File: src/rtl/esw_pkg.sv
// Shared types, command and status codes for the event set unit.
// No dependencies; imported by every module in rtl/.
`default_nettype none
package esw_pkg;

  localparam int NUM_SETS = 8;
  localparam int SET_W    = (NUM_SETS > 1) ? $clog2(NUM_SETS) : 1;

  typedef enum logic [2:0] {
    CMD_WAIT    = 3'd0,
    CMD_RAISE   = 3'd1,
    CMD_DISABLE = 3'd2,
    CMD_ENABLE  = 3'd3,
    CMD_CLEAR   = 3'd4
  } cmd_t;

  typedef enum logic [1:0] {
    ST_OK        = 2'd0,
    ST_NOT_SET   = 2'd1,
    ST_NOT_ALLOC = 2'd2,
    ST_RANGE     = 2'd3
  } status_t;

  typedef enum logic [0:0] {
    REG_SET_BASE       = 1'b0,
    REG_ALLOCATED_SETS = 1'b1
  } reg_idx_t;

  typedef struct packed {
    logic [31:0] pending;
    logic [31:0] enable;
    logic [31:0] waiting;
  } set_words_t;

  typedef struct packed {
    logic [1:0] status;
    logic       got_event;
    logic [4:0] got_event_number;
    logic       caller_blocked;
    logic       woken_valid;
    logic [5:0] woken_thread;
    logic [4:0] woken_event;
  } result_t;

  // lowest set bit: {found, index}
  function automatic logic [5:0] lowest_bit(input logic [31:0] w);
    logic [5:0] r;
    r = 6'd0;
    for (int i = 31; i >= 0; i--) begin
      if (w[i]) begin
        r = {1'b1, 5'(i)};
      end
    end
    return r;
  endfunction

endpackage
`default_nettype wire

File: src/rtl/esw_state_file.sv
// Per-set pending, enable and waiting words, one read and one write port.
// Depends on esw_pkg.
`default_nettype none
module esw_state_file
  import esw_pkg::*;
(
  input  wire logic             clk,
  input  wire logic             rst,
  input  wire logic [SET_W-1:0] rd_index,
  output set_words_t            rd_words,
  input  wire logic             wr_en,
  input  wire logic [SET_W-1:0] wr_index,
  input  set_words_t            wr_words
);

  set_words_t words [NUM_SETS];

  assign rd_words = words[rd_index];

  always_ff @(posedge clk) begin
    if (rst) begin
      for (int k = 0; k < NUM_SETS; k++) begin
        words[k] <= '0;
      end
    end else if (wr_en) begin
      words[wr_index] <= wr_words;
    end
  end

endmodule
`default_nettype wire

File: src/rtl/esw_cmd_logic.sv
// Argument checks and the read-modify-write of one set for one request.
// Depends on esw_pkg (codes, structs, lowest_bit).
`default_nettype none
module esw_cmd_logic
  import esw_pkg::*;
(
  input  wire logic [2:0]       command,
  input  wire logic [7:0]       object_id,
  input  wire logic [5:0]       event_number,
  input  wire logic [5:0]       thread_id,
  input  wire logic [7:0]       set_base,
  input  wire logic [7:0]       allocated_sets,
  output logic [SET_W-1:0]      set_index,
  input  set_words_t            words,
  output set_words_t            words_next,
  output logic                  write,
  output result_t               result
);

  logic [8:0]  diff;
  logic [31:0] ev_bit;
  logic [5:0]  low_ready;
  logic [5:0]  low_wait;
  logic [5:0]  th_m1;
  logic        in_set;

  assign diff      = {1'b0, object_id} - {1'b0, set_base};
  assign set_index = diff[SET_W-1:0];
  assign in_set    = !diff[8] && (diff[7:0] < 8'(NUM_SETS));
  assign ev_bit    = 32'd1 << event_number[4:0];
  assign low_ready = lowest_bit(words.pending & words.enable);
  assign low_wait  = lowest_bit(words.waiting);
  assign th_m1     = thread_id - 6'd1;

  always_comb begin
    result     = '0;
    words_next = words;
    write      = 1'b0;
    if (command <= CMD_CLEAR) begin
      if (event_number > 6'd31) begin
        result.status = ST_RANGE;
      end else if (!in_set) begin
        result.status = ST_NOT_SET;
      end else if (diff[7:0] >= 8'd8 || !allocated_sets[diff[2:0]]) begin
        result.status = ST_NOT_ALLOC;
      end else begin
        write = 1'b1;
        case (cmd_t'(command))
          CMD_WAIT: begin
            if (low_ready[5]) begin
              words_next.pending[low_ready[4:0]] = 1'b0;
              result.got_event        = 1'b1;
              result.got_event_number = low_ready[4:0];
            end else begin
              result.caller_blocked = 1'b1;
              if (thread_id >= 6'd1 && thread_id <= 6'd32) begin
                words_next.waiting[th_m1[4:0]] = 1'b1;
              end
            end
          end
          CMD_RAISE: begin
            if ((words.enable & ev_bit) == '0 || !low_wait[5]) begin
              words_next.pending = words.pending | ev_bit;
            end else begin
              words_next.waiting[low_wait[4:0]] = 1'b0;
              result.woken_valid  = 1'b1;
              result.woken_thread = {1'b0, low_wait[4:0]} + 6'd1;
              result.woken_event  = event_number[4:0];
            end
          end
          CMD_DISABLE: begin
            words_next.enable = words.enable & ~ev_bit;
          end
          CMD_ENABLE: begin
            if ((words.enable & ev_bit) == '0) begin
              words_next.enable = words.enable | ev_bit;
              if ((words.pending & ev_bit) != '0 && low_wait[5]) begin
                words_next.waiting[low_wait[4:0]] = 1'b0;
                words_next.pending = words.pending & ~ev_bit;
                result.woken_valid  = 1'b1;
                result.woken_thread = {1'b0, low_wait[4:0]} + 6'd1;
                result.woken_event  = event_number[4:0];
              end
            end
          end
          CMD_CLEAR: begin
            words_next.pending = words.pending & ~ev_bit;
          end
          default: begin
            write = 1'b0;
          end
        endcase
      end
    end
  end

endmodule
`default_nettype wire

File: src/rtl/event_set_wait_raise_unit.sv
// Top level: request register, set state, command logic, result register.
// Depends on esw_pkg, esw_state_file, esw_cmd_logic.
//
//   channel   direction  handshake             payload
//   request   in         req_valid/req_ready   command object_id event_number thread_id
//   result    out        rsp_valid/rsp_ready   status got_event ... woken_event
//   config    in         cfg_we                cfg_index cfg_data
//
// A request is registered, then processed against the set's words when the result
// register is free; the state write and the result register load happen on the same edge.
// One request per cycle sustained while the result side does not stall.
// Reset clears all set words, set_base to 0 and allocated_sets to all ones.
// A stalled result holds the registered request, and req_ready drops.
`default_nettype none
module event_set_wait_raise_unit
  import esw_pkg::*;
(
  input  wire logic       clk,
  input  wire logic       rst,
  input  wire logic       req_valid,
  output logic            req_ready,
  input  wire logic [2:0] command,
  input  wire logic [7:0] object_id,
  input  wire logic [5:0] event_number,
  input  wire logic [5:0] thread_id,
  output logic            rsp_valid,
  input  wire logic       rsp_ready,
  output logic [1:0]      status,
  output logic            got_event,
  output logic [4:0]      got_event_number,
  output logic            caller_blocked,
  output logic            woken_valid,
  output logic [5:0]      woken_thread,
  output logic [4:0]      woken_event,
  input  wire logic       cfg_we,
  input  wire logic [0:0] cfg_index,
  input  wire logic [7:0] cfg_data
);

  logic [7:0] set_base;
  logic [7:0] allocated_sets;

  logic       s1_valid;
  logic [2:0] s1_command;
  logic [7:0] s1_object_id;
  logic [5:0] s1_event_number;
  logic [5:0] s1_thread_id;
  logic       advance;

  logic [SET_W-1:0] set_index;
  set_words_t       words;
  set_words_t       words_next;
  logic             write;
  result_t          result;
  result_t          rsp;

  assign advance   = s1_valid && (!rsp_valid || rsp_ready);
  assign req_ready = !s1_valid || advance;

  always_ff @(posedge clk) begin
    if (rst) begin
      set_base       <= 8'd0;
      allocated_sets <= 8'hFF;
    end else if (cfg_we) begin
      case (reg_idx_t'(cfg_index))
        REG_SET_BASE:       set_base       <= cfg_data;
        REG_ALLOCATED_SETS: allocated_sets <= cfg_data;
        default: ;
      endcase
    end
  end

  always_ff @(posedge clk) begin
    if (rst) begin
      s1_valid <= 1'b0;
    end else if (req_ready) begin
      s1_valid <= req_valid;
    end
  end

  always_ff @(posedge clk) begin
    if (req_valid && req_ready) begin
      s1_command      <= command;
      s1_object_id    <= object_id;
      s1_event_number <= event_number;
      s1_thread_id    <= thread_id;
    end
  end

  esw_cmd_logic u_cmd (
    .command        (s1_command),
    .object_id      (s1_object_id),
    .event_number   (s1_event_number),
    .thread_id      (s1_thread_id),
    .set_base       (set_base),
    .allocated_sets (allocated_sets),
    .set_index      (set_index),
    .words          (words),
    .words_next     (words_next),
    .write          (write),
    .result         (result)
  );

  esw_state_file u_state (
    .clk      (clk),
    .rst      (rst),
    .rd_index (set_index),
    .rd_words (words),
    .wr_en    (advance && write),
    .wr_index (set_index),
    .wr_words (words_next)
  );

  always_ff @(posedge clk) begin
    if (rst) begin
      rsp_valid <= 1'b0;
    end else if (advance) begin
      rsp_valid <= 1'b1;
    end else if (rsp_ready) begin
      rsp_valid <= 1'b0;
    end
  end

  always_ff @(posedge clk) begin
    if (advance) begin
      rsp <= result;
    end
  end

  assign status           = rsp.status;
  assign got_event        = rsp.got_event;
  assign got_event_number = rsp.got_event_number;
  assign caller_blocked   = rsp.caller_blocked;
  assign woken_valid      = rsp.woken_valid;
  assign woken_thread     = rsp.woken_thread;
  assign woken_event      = rsp.woken_event;

endmodule
`default_nettype wire

File: config.mk
export PLATFORM = sky130hd
export DESIGN_NAME = event_set_wait_raise_unit
export DESIGN_NICKNAME = d
export VERILOG_FILES = /design/src/rtl/esw_pkg.sv /design/src/rtl/esw_state_file.sv /design/src/rtl/esw_cmd_logic.sv /design/src/rtl/event_set_wait_raise_unit.sv
export SDC_FILE = /design/constraint.sdc
export NUM_CORES = 1
export LEC_CHECK = 0
export ABC_AREA = 1
export BUFFER_PORTS_ARGS = -buffer_cell sky130_fd_sc_hd__buf_2
export CAP_MARGIN = 30
export CORE_UTILIZATION = 30
export CTS_BUF_LIST = sky130_fd_sc_hd__clkbuf_8
export DETAILED_ROUTE_END_ITERATION = 16
export GPL_ROUTABILITY_DRIVEN = 0
export GPL_TIMING_DRIVEN = 0
export PLACE_DENSITY = 0.45
export SETUP_SLACK_MARGIN = 0.4
export SYNTH_ARGS = -nofsm -noshare
export SYNTH_HDL_FRONTEND = slang
export SYNTH_HIERARCHICAL = 1
export SYNTH_SLANG_ARGS = --single-unit
File: constraint.sdc
create_clock -name clk -period 8 [get_ports clk]
set_clock_uncertainty 0.2 [all_clocks]
set_input_delay 2.4 -clock clk [delete_from_list [all_inputs] [get_ports clk]]
set_output_delay 2.4 -clock clk [all_outputs]
set_load 0.02 [all_outputs]
======== Word-level counts from Yosys, hierarchy flattened ========
Memories as Yosys holds them, arrays and structs flattened.
Index checks and enable logic that the tools add are counted.
operators by class
  add/sub/neg operators ................... 3
  order comparisons ....................... 13
  eq/ne operators ......................... 4
  shift operators ......................... 1
  multiplexer cells ....................... 111
  bitwise gates (word level) .............. 18
  reductions and logical operators ........ 29
operators by type and width
  cell                  count
  $mux 96               6
  $mux 6                65
  $and 32x32->32        7
  $mux 32               7
  $pmux 32 s4           1
  $not 32->32           3
  $or 32x32->32         3
  $pmux 32 s3           1
  $reduce_or 96->1      1
  $pmux 32 s2           1
  $mux 12               3
  $logic_not 32->1      1
  $reduce_bool 32->1    1
  $shl 1x5->32 const A  1
  $pmux 12 s2           1
  $lt 5x6->1 const B    3
  $mux 1                18
  $demux 1 s5           3
  $ge 5x1->1 const B    3
  $reduce_or 5->1       2
  $logic_and 1x1->1     9
  $sub 8x8->9           1
  $ge 8x4->1 const B    1
  $lt 8x4->1 const B    1
  other kinds (21)      36
word-level totals
  bits in registers ....................... 62
  RAM bits ................................ 768
  output and inout port bits .............. 23
  memories ................................ 1
memory list
  name           depth  bits a word  read ports  clocked after Yosys merged registers in  write ports  line                  source
  u_state.words  8      96           1           0                                        8            esw_state_file.sv:16  set_words_t words [NUM_SETS];

======== Longest topological paths before layout ========
Gate-level depths: netlist of the first run.
An unclocked memory read counts as a cell.
  word-level depth ........................ 48
  depth in mapped cells ................... 53

======== By module ========
Netlist of the first run, hierarchy kept.
modules (own cells, without submodules)
  module                     instances  cells each  area an instance (um^2)  sequential area each (um^2)
  esw_state_file             1          4,291       36,955.4                 23,062.1
  esw_cmd_logic              1          1,342       6,367.4                  0.0
  event_set_wait_raise_unit  1          147         2,042.0                  1,681.6

======== Least setup slack after synthesis of the first run ========
Ideal clock, no wire load.
  path kind ............................... input to register
  from .................................... input rsp_ready
  to ...................................... memory u_state/words[1][0] (netlist name) (enable)
  setup time .............................. 0.458 ns
  arrival time ............................ 5.408 ns
  data required time ...................... 7.342 ns
  setup slack ............................. 1.934 ns
  stages .................................. 10
  path through ............................ inv_1 -> nand2_1 -> nand2_1 -> nor2_1 -> nand2_2 -> nor2_4 -> nand2_2 -> buf_2 -> buf_2 -> nand2_1
RTL lines
  item                line                             source
  start: declaration  event_set_wait_raise_unit.sv:27  input wire logic rsp_ready,
  end: declaration    esw_state_file.sv:16

==> results of run 1 <==
worst reg2reg max path: cells and delay by family (launching register included):
family | cells | cell delay, ns
simple gates | 29 | 2.23
buf+inv | 8 | 1.61
compound gates | 7 | 1.17
fa+ha+maj | 3 | 1.16
flops | 1 | 0.35
cell families (layout without fill, tap and decap cells):
| logic type | Yosys count | in the layout |
|---|---|---|
| xor+xnor | 5 | 5 |
| other cells | 0 | 7 |
| flops | 830 | 830 |
| fa+ha+maj | 13 | 13 |
| simple gates | 3277 | 3277 |
| buf+inv | 1353 | 1712 |
| compound gates | 302 | 302 |
sequential cells by signal (all words and copies together) (netlist names), 2 cells and up:
signal / count
s1_object_id: 8
allocated_sets: 8
set_base: 8
status: 2
s1_thread_id: 6
u_state/words: 768
s1_event_number: 6
woken_event: 5
got_event_number: 5
s1_command: 3
woken_thread: 6
area by class of cell:
type                            count  area [um2]
Multi-Input combinational cell   3597       15410
Fill cell                       16000       98310
Tap cell                         2016        2522
Antenna cell                        7       17.52
Clock buffer                      163        2243
Inverter                         1056        3966
Clock inverter                    120       686.9
Sequential cell                   830       24740
Timing Repair Buffer               76       683.2
Buffer                            297        1370
worst paths after layout:
kind                                              to  slack (ns)
worst max register to register  u_state/words[5][31]         1.0
worst max-delay path            u_state/words[5][31]         1.0
worst min register to register             rsp_valid        0.26
worst min-delay path                       rsp_valid        0.26
cell usage in the layout, fill, tap and decap left out, types with 8 or more instances in the layout:
cell and n:
dfxtp_1 18, o2111ai_1 28, o31ai_1 13, nand3_1 539, buf_4 9, buf_1 26, ha_1 12, o22ai_1 8
nand2_4 9, clkinv_1 37, o21ai_0 61, clkbuf_1 117, edfxtp_1 812, nand4_1 29, nor3_1 20, nand2_1 1716
a21oi_1 109, o21ai_1 12, buf_16 12, inv_2 15, a211oi_1 8, buf_2 191, nor4_1 9, nor2_1 924
nand2_2 12, inv_1 1102, clkbuf_8 163, a31oi_1 28
power groups by stage:
| stage | registers (uW) | logic, uW | clock network [uW] |
|---|---|---|---|
| 2_1_floorplan | 5060 | 1870 | 0 |
| 3_3_place_gp | 5080 | 3040 | 0 |
| 3_5_place_dp | 5050 | 3080 | 0 |
| 4_1_cts | 4960 | 3090 | 4110 |
| 5_1_grt | 4980 | 3390 | 4270 |
| 6_report | 4960 | 3090 | 3950 |
through the flow:
stage	hold WS (ns)	instance area [um2]	setup WS [ns]	total power, uW	utilization (%)
floorplan	0.2374	45360	1.934	6926	-
CTS	0.2682	51590	0.4525	12160	34.40
finish	0.2603	51640	0.9960	12000	34.44
global placement	0.2529	48180	-1.741	8118	32.13
global route	0.3057	51630	0.4031	12640	34.43
detailed placement	0.2614	48650	0.06422	8126	32.44
what timing repair did:
item                                    CTS  global route
endpoints found under the setup margin  228           270
setup buffers                             0             0
pin swaps                                 0             0
gates resized for setup                   3            22
layer usage:
| layer | track usage [%] | up-vias | wire, um |
|---|---|---|---|
| met3 | 3.057 | 247 | 9204 |
| li1 | - | 18600 | - |
| met2 | 33.97 | 1094 | 73840 |
| met4 | 7.187 | 0 | 5114 |
| met1 | 27.77 | 17960 | 70340 |
| met5 | 0 | - | 0 |
==> impl_metrics.ini, run 1 <==
[run_status]
status = completed

[synthesis]
synth_fp_nets = 5830
async_flop_share_pct = 0
yosys.area_share.simple_pct = 29.16
synthTopCellsByCount = nand2_1 (1724), inv_1 (1038), nor2_1 (924)
synth_top_family_by_area = simple AND/OR/NAND/NOR gates
synthMuxAreaShare_pct = 0
synth_compound_area_share_pct = 4.134
synth_area_leaders = edfxtp_1 (54%), nand2_1 (14%), inv_1 (8.6%)
synth.most_common_cell = nand2_1
synth_ff_type = edfxtp_1
synth_edf_count = 812
synth_cells = 5780
synth_area_per_cell_um2 = 7.849
synth_fa_ha_area_share_pct = 0.3751
yosysTopAreaCellShare_pct = 53.75
synth_cell_types = 56
synth_warnings = 6
yosys.area_share.xor_xnor_pct = 0.09653
ys_seq_area_share_pct = 54.54
ys_seq_elements = 830
synth_top_cell_by_area = edfxtp_1
synth_area_um2 = 45360

[worst_hold_path]
hold_path_class = register to register
holdCritStartpoint = s1_valid
holdPathStages = 2

[sta]
rsz0062_at_grt = false
fin_crit_sh_pct = 87.55
fin_crit_ns = 7.004
fmax_ghz = 0.1428
finalHoldViolCount = 0
fin_tns_setup_ns = 0
finalMaxSlewViolations = 0
slew_headroom_pct = 32.17
setup-violations-final = 0
worstMarginPinSlew_ns = 1.008

[die]
die_w_um = 390.9
initial_core_util_pct = 30.25
die_h_um = 390.9
die_area_um2 = 152800
num_rows = 142
io_pins = 60
coreArea_um2 = 150000

[routing]
dr.pass1.iters = 6
wl_um = 158500
wire_per_inst_um = 19.42
drtIter0Drc = 2958
ant_nets = 0
drc = 0
viasPerCell = 4.644
via_count = 37910

[clocking]
clk-insertion-delay-late_ns = 0.90
root_buffer = clkbuf_8
cts_tree = done
clock-sinks = 830
postCtsHoldBufs = 0
cts_buffers = 158
clk_path_buf_depth = 3
htree_levels = 4
clk_pin_slew_ns = 0.05

[power]
power.density_nw_per_um2 = 232.4
power_frac_comb_pct = 25.7
internal_power_uw = 7654
p_sw_share_pct = 36.23
power.share.clock_pct = 32.9
power_switching_uw = 4348
seq_power_share_pct = 41.4
irDropWorstVdd_mv = 0.1390
power.leakage_uw = 0.02327

[place]
dp_cells = 7872
dp_hpwl_um = 112900
io_buffers = 58

[worst_setup_path]
crit_path_start = s1_object_id[0]
crit_path_end_kind = register
critical_path_class = register to register
critical_path_depth = 47
slowest_stage = fa_1
reg2reg_from = s1_object_id[0]
start_kind = register
max_stage_delay_ns = 0.78
crit_arrival_ns = 7.39
r2r_cells = 47
critical_path.top_delay_family = simple AND/OR/NAND/NOR gates
cp_common_cell = nand2_1
required_ns = 8.39
crit_path_max_fanout = 10
timing.critical_path.buf_inv = 8

[grt]
grt_pass1_wl_um = 234000
antenna_found_initial = 6
overflow = 0
grt.total_usage_pct = 20.72
grt_pass1_vias = 36340
grt_max_degree = 63

[layout]
area_delta_synth_final_pct = 13.84
layout-drive-gt1-share_pct = 7.786
finalNonFillerCells = 8162
fin_nets = 6066

[job]
cap_violations = 0
(Power assumes the default switching activity.)
==> run 2, diff against run 1 <==
Settings changed: SYNTH_HIERARCHICAL 1 to default.
==> impl_metrics.ini, run 2 <==
[run_status]
status = completed

[synthesis]
synth_cells = 3817
yosysTopAreaCellShare_pct = 60.85
synth.most_common_cell = edfxtp_1
ys_seq_elements = 830
synthTopCellsByCount = edfxtp_1 (812), nand2_1 (650), nor2_1 (568)
async_flop_share_pct = 0
synth_ff_type = edfxtp_1
synth_top_cell_by_area = edfxtp_1
synth_edf_count = 812
synth_area_per_cell_um2 = 10.50
synth_area_leaders = edfxtp_1 (61%), nand2_1 (6.1%), nor2_1 (5.3%)
synth_warnings = 0
ys_seq_area_share_pct = 61.75
synth_fp_nets = 3867
synth_cell_types = 60
synth_area_um2 = 40070

[worst_setup_path]
required_ns = 8.35
critical_path_class = register to register
r2r_cells = 25
max_stage_delay_ns = 0.84
crit_path_max_fanout = 36
start_kind = register
crit_arrival_ns = 7.82
slowest_stage = clkbuf_1
crit_path_end_kind = register
cp_common_cell = inv_1

[grt]
overflow = 0
antenna_found_initial = 4
grt_pass1_wl_um = 233900
grt_max_degree = 47
grt_pass1_vias = 30320
grt.total_usage_pct = 24.46

[sta]
fmax_ghz = 0.1338
fin_crit_sh_pct = 93.45
fin_tns_setup_ns = 0
finalHoldViolCount = 0
rsz0062_at_grt = false
setup-violations-final = 0
finalMaxSlewViolations = 0
worst_hold_slack_ns = 0.2573
fin_crit_ns = 7.476
worstMarginPinSlew_ns = 1.131
slew_headroom_pct = 24.58

[clocking]
cts_post_setup_buffers_inserted = 0
cts_buffers = 152
clk_path_buf_depth = 3
clock-sinks = 830
clk-insertion-delay-late_ns = 0.91
htree_levels = 4
postCtsHoldBufs = 0
clk_pin_slew_ns = 0.06
root_buffer = clkbuf_8
cts_tree = done

[die]
initial_core_util_pct = 30.36
coreArea_um2 = 132000
num_rows = 133
die_area_um2 = 135000
die_w_um = 367.5
die_h_um = 367.5
io_pins = 60

[power]
power.density_nw_per_um2 = 244.9
p_sw_share_pct = 33.94
power.share.clock_pct = 34.5
power.leakage_uw = 0.01712
seq_power_share_pct = 43.9
irDropWorstVdd_mv = 0.1784
power_switching_uw = 3832
power_frac_comb_pct = 21.6
internal_power_uw = 7459

[layout]
layout-drive-gt1-share_pct = 15.65
fin_nets = 4111
regMostFlops = u_state.words
final_cell_mix = edfxtp_1 (812), nand2_1 (640), nor2_1 (568)
n_fill_cell = 13460
final_area_um2 = 46110
mostFrequentLayoutCell = edfxtp_1
area_delta_synth_final_pct = 15.07
largest_reg_flops = 768

[worst_hold_path]
holdPathStages = 2
hold_path_class = register to register

[routing]
drc = 0
drtIter0Drc = 3925
wire_per_inst_um = 28.34
viasPerCell = 5.386
ant_nets = 0
wl_um = 168000
dr.pass1.iters = 6
via_count = 31920

[place]
dp_hpwl_um = 111500
io_buffers = 59
place_area_um2 = 43230

[job]
cap_violations = 0
## run 2: power groups by stage
stage               combinational (uW)  clock, uW  sequential, uW
floorplan                         1420          0            5050
detailed placement                2390          0            5050
global placement                  2350          0            5090
CTS                               2400       3950            4960
finish                            2440       3890            4960
global route                      2590       4120            4970
## run 2: routing by layer
layer	GRT usage, %	wire [um]	up-vias
li1	-	-	14120
met1	34.51	74080	16030
met2	38.12	75910	1533
met3	4.028	13370	233
met4	7.724	4588	2
met5	0	13	-
## run 2: cells by family (layout without fill, tap and decap cells)
family,Yosys count,count (layout),synth area share [%]
and+or+nand+nor,1608,1608,17.36
AOI/OAI and AO/OA,860,860,14.82
DFF,830,830,61.75
buffers and inverters,503,852,5.571
adders and majority gates,13,13,0.4247
xor gates and xnor gates,2,2,0.04372
muxes,1,1,0.02498
other,0,5,0
## run 2: worst max-delay path, delay by kind of cell (launching register included)
| kind | cells | cell delay [ns] |
|---|---|---|
| adder cells (fa/ha/maj) | 2 | 0.74 |
| AO/OA/AOI/OAI | 1 | 0.07 |
| buffers and inverters | 12 | 3.52 |
| flip-flops | 1 | 0.37 |
| AND/OR/NAND/NOR | 10 | 2.11 |
## run 2: path summary, 6_finish.rpt
| kind | endpoint | start | slack, ns |
|---|---|---|---|
| worst max-delay path | u_state.words[7][47] | s1_object_id[0] | 0.52 |
| worst min-delay path | set_base[7] | set_base[7] | 0.26 |
| worst max register to register | u_state.words[7][47] | s1_object_id[0] | 0.52 |
| worst min register to register | set_base[7] | set_base[7] | 0.26 |
## run 2: repair_timing
| action | 4_1_cts | 5_1_grt |
|---|---|---|
| cloned | 0 | 0 |
| resized for setup | 4 | 16 |
| pin swaps | 0 | 0 |
| setup endpoints to repair | 188 | 559 |
## run 2: metrics by stage
| stage | instances | worst slack (ns) | util [%] | total power (uW) |
|---|---|---|---|---|
| floorplan | 3817 | 1.681 | - | 6477 |
| global placement | 5631 | -4.200 | 32.25 | 7439 |
| detailed placement | 5660 | 0.2970 | 32.76 | 7433 |
| CTS | 5919 | 0.3910 | 34.87 | 11300 |
| global route | 5926 | 0.4031 | 34.94 | 11680 |
| finish | 5926 | 0.5237 | 34.94 | 11290 |
## run 2: final cells by class
cell class,instances,area (um2),share of cell area [%]
sequential,830,24740,53.66
multi-input combinational,2484,13210,28.66
tap,1755,2196,4.762
clock buffer,155,2133,4.627
buffer,221,1189,2.578
inverter,282,1064,2.307
timing repair buffer,90,924.6,2.005
clock inverter,104,633.1,1.373
antenna,5,12.51,0.02714
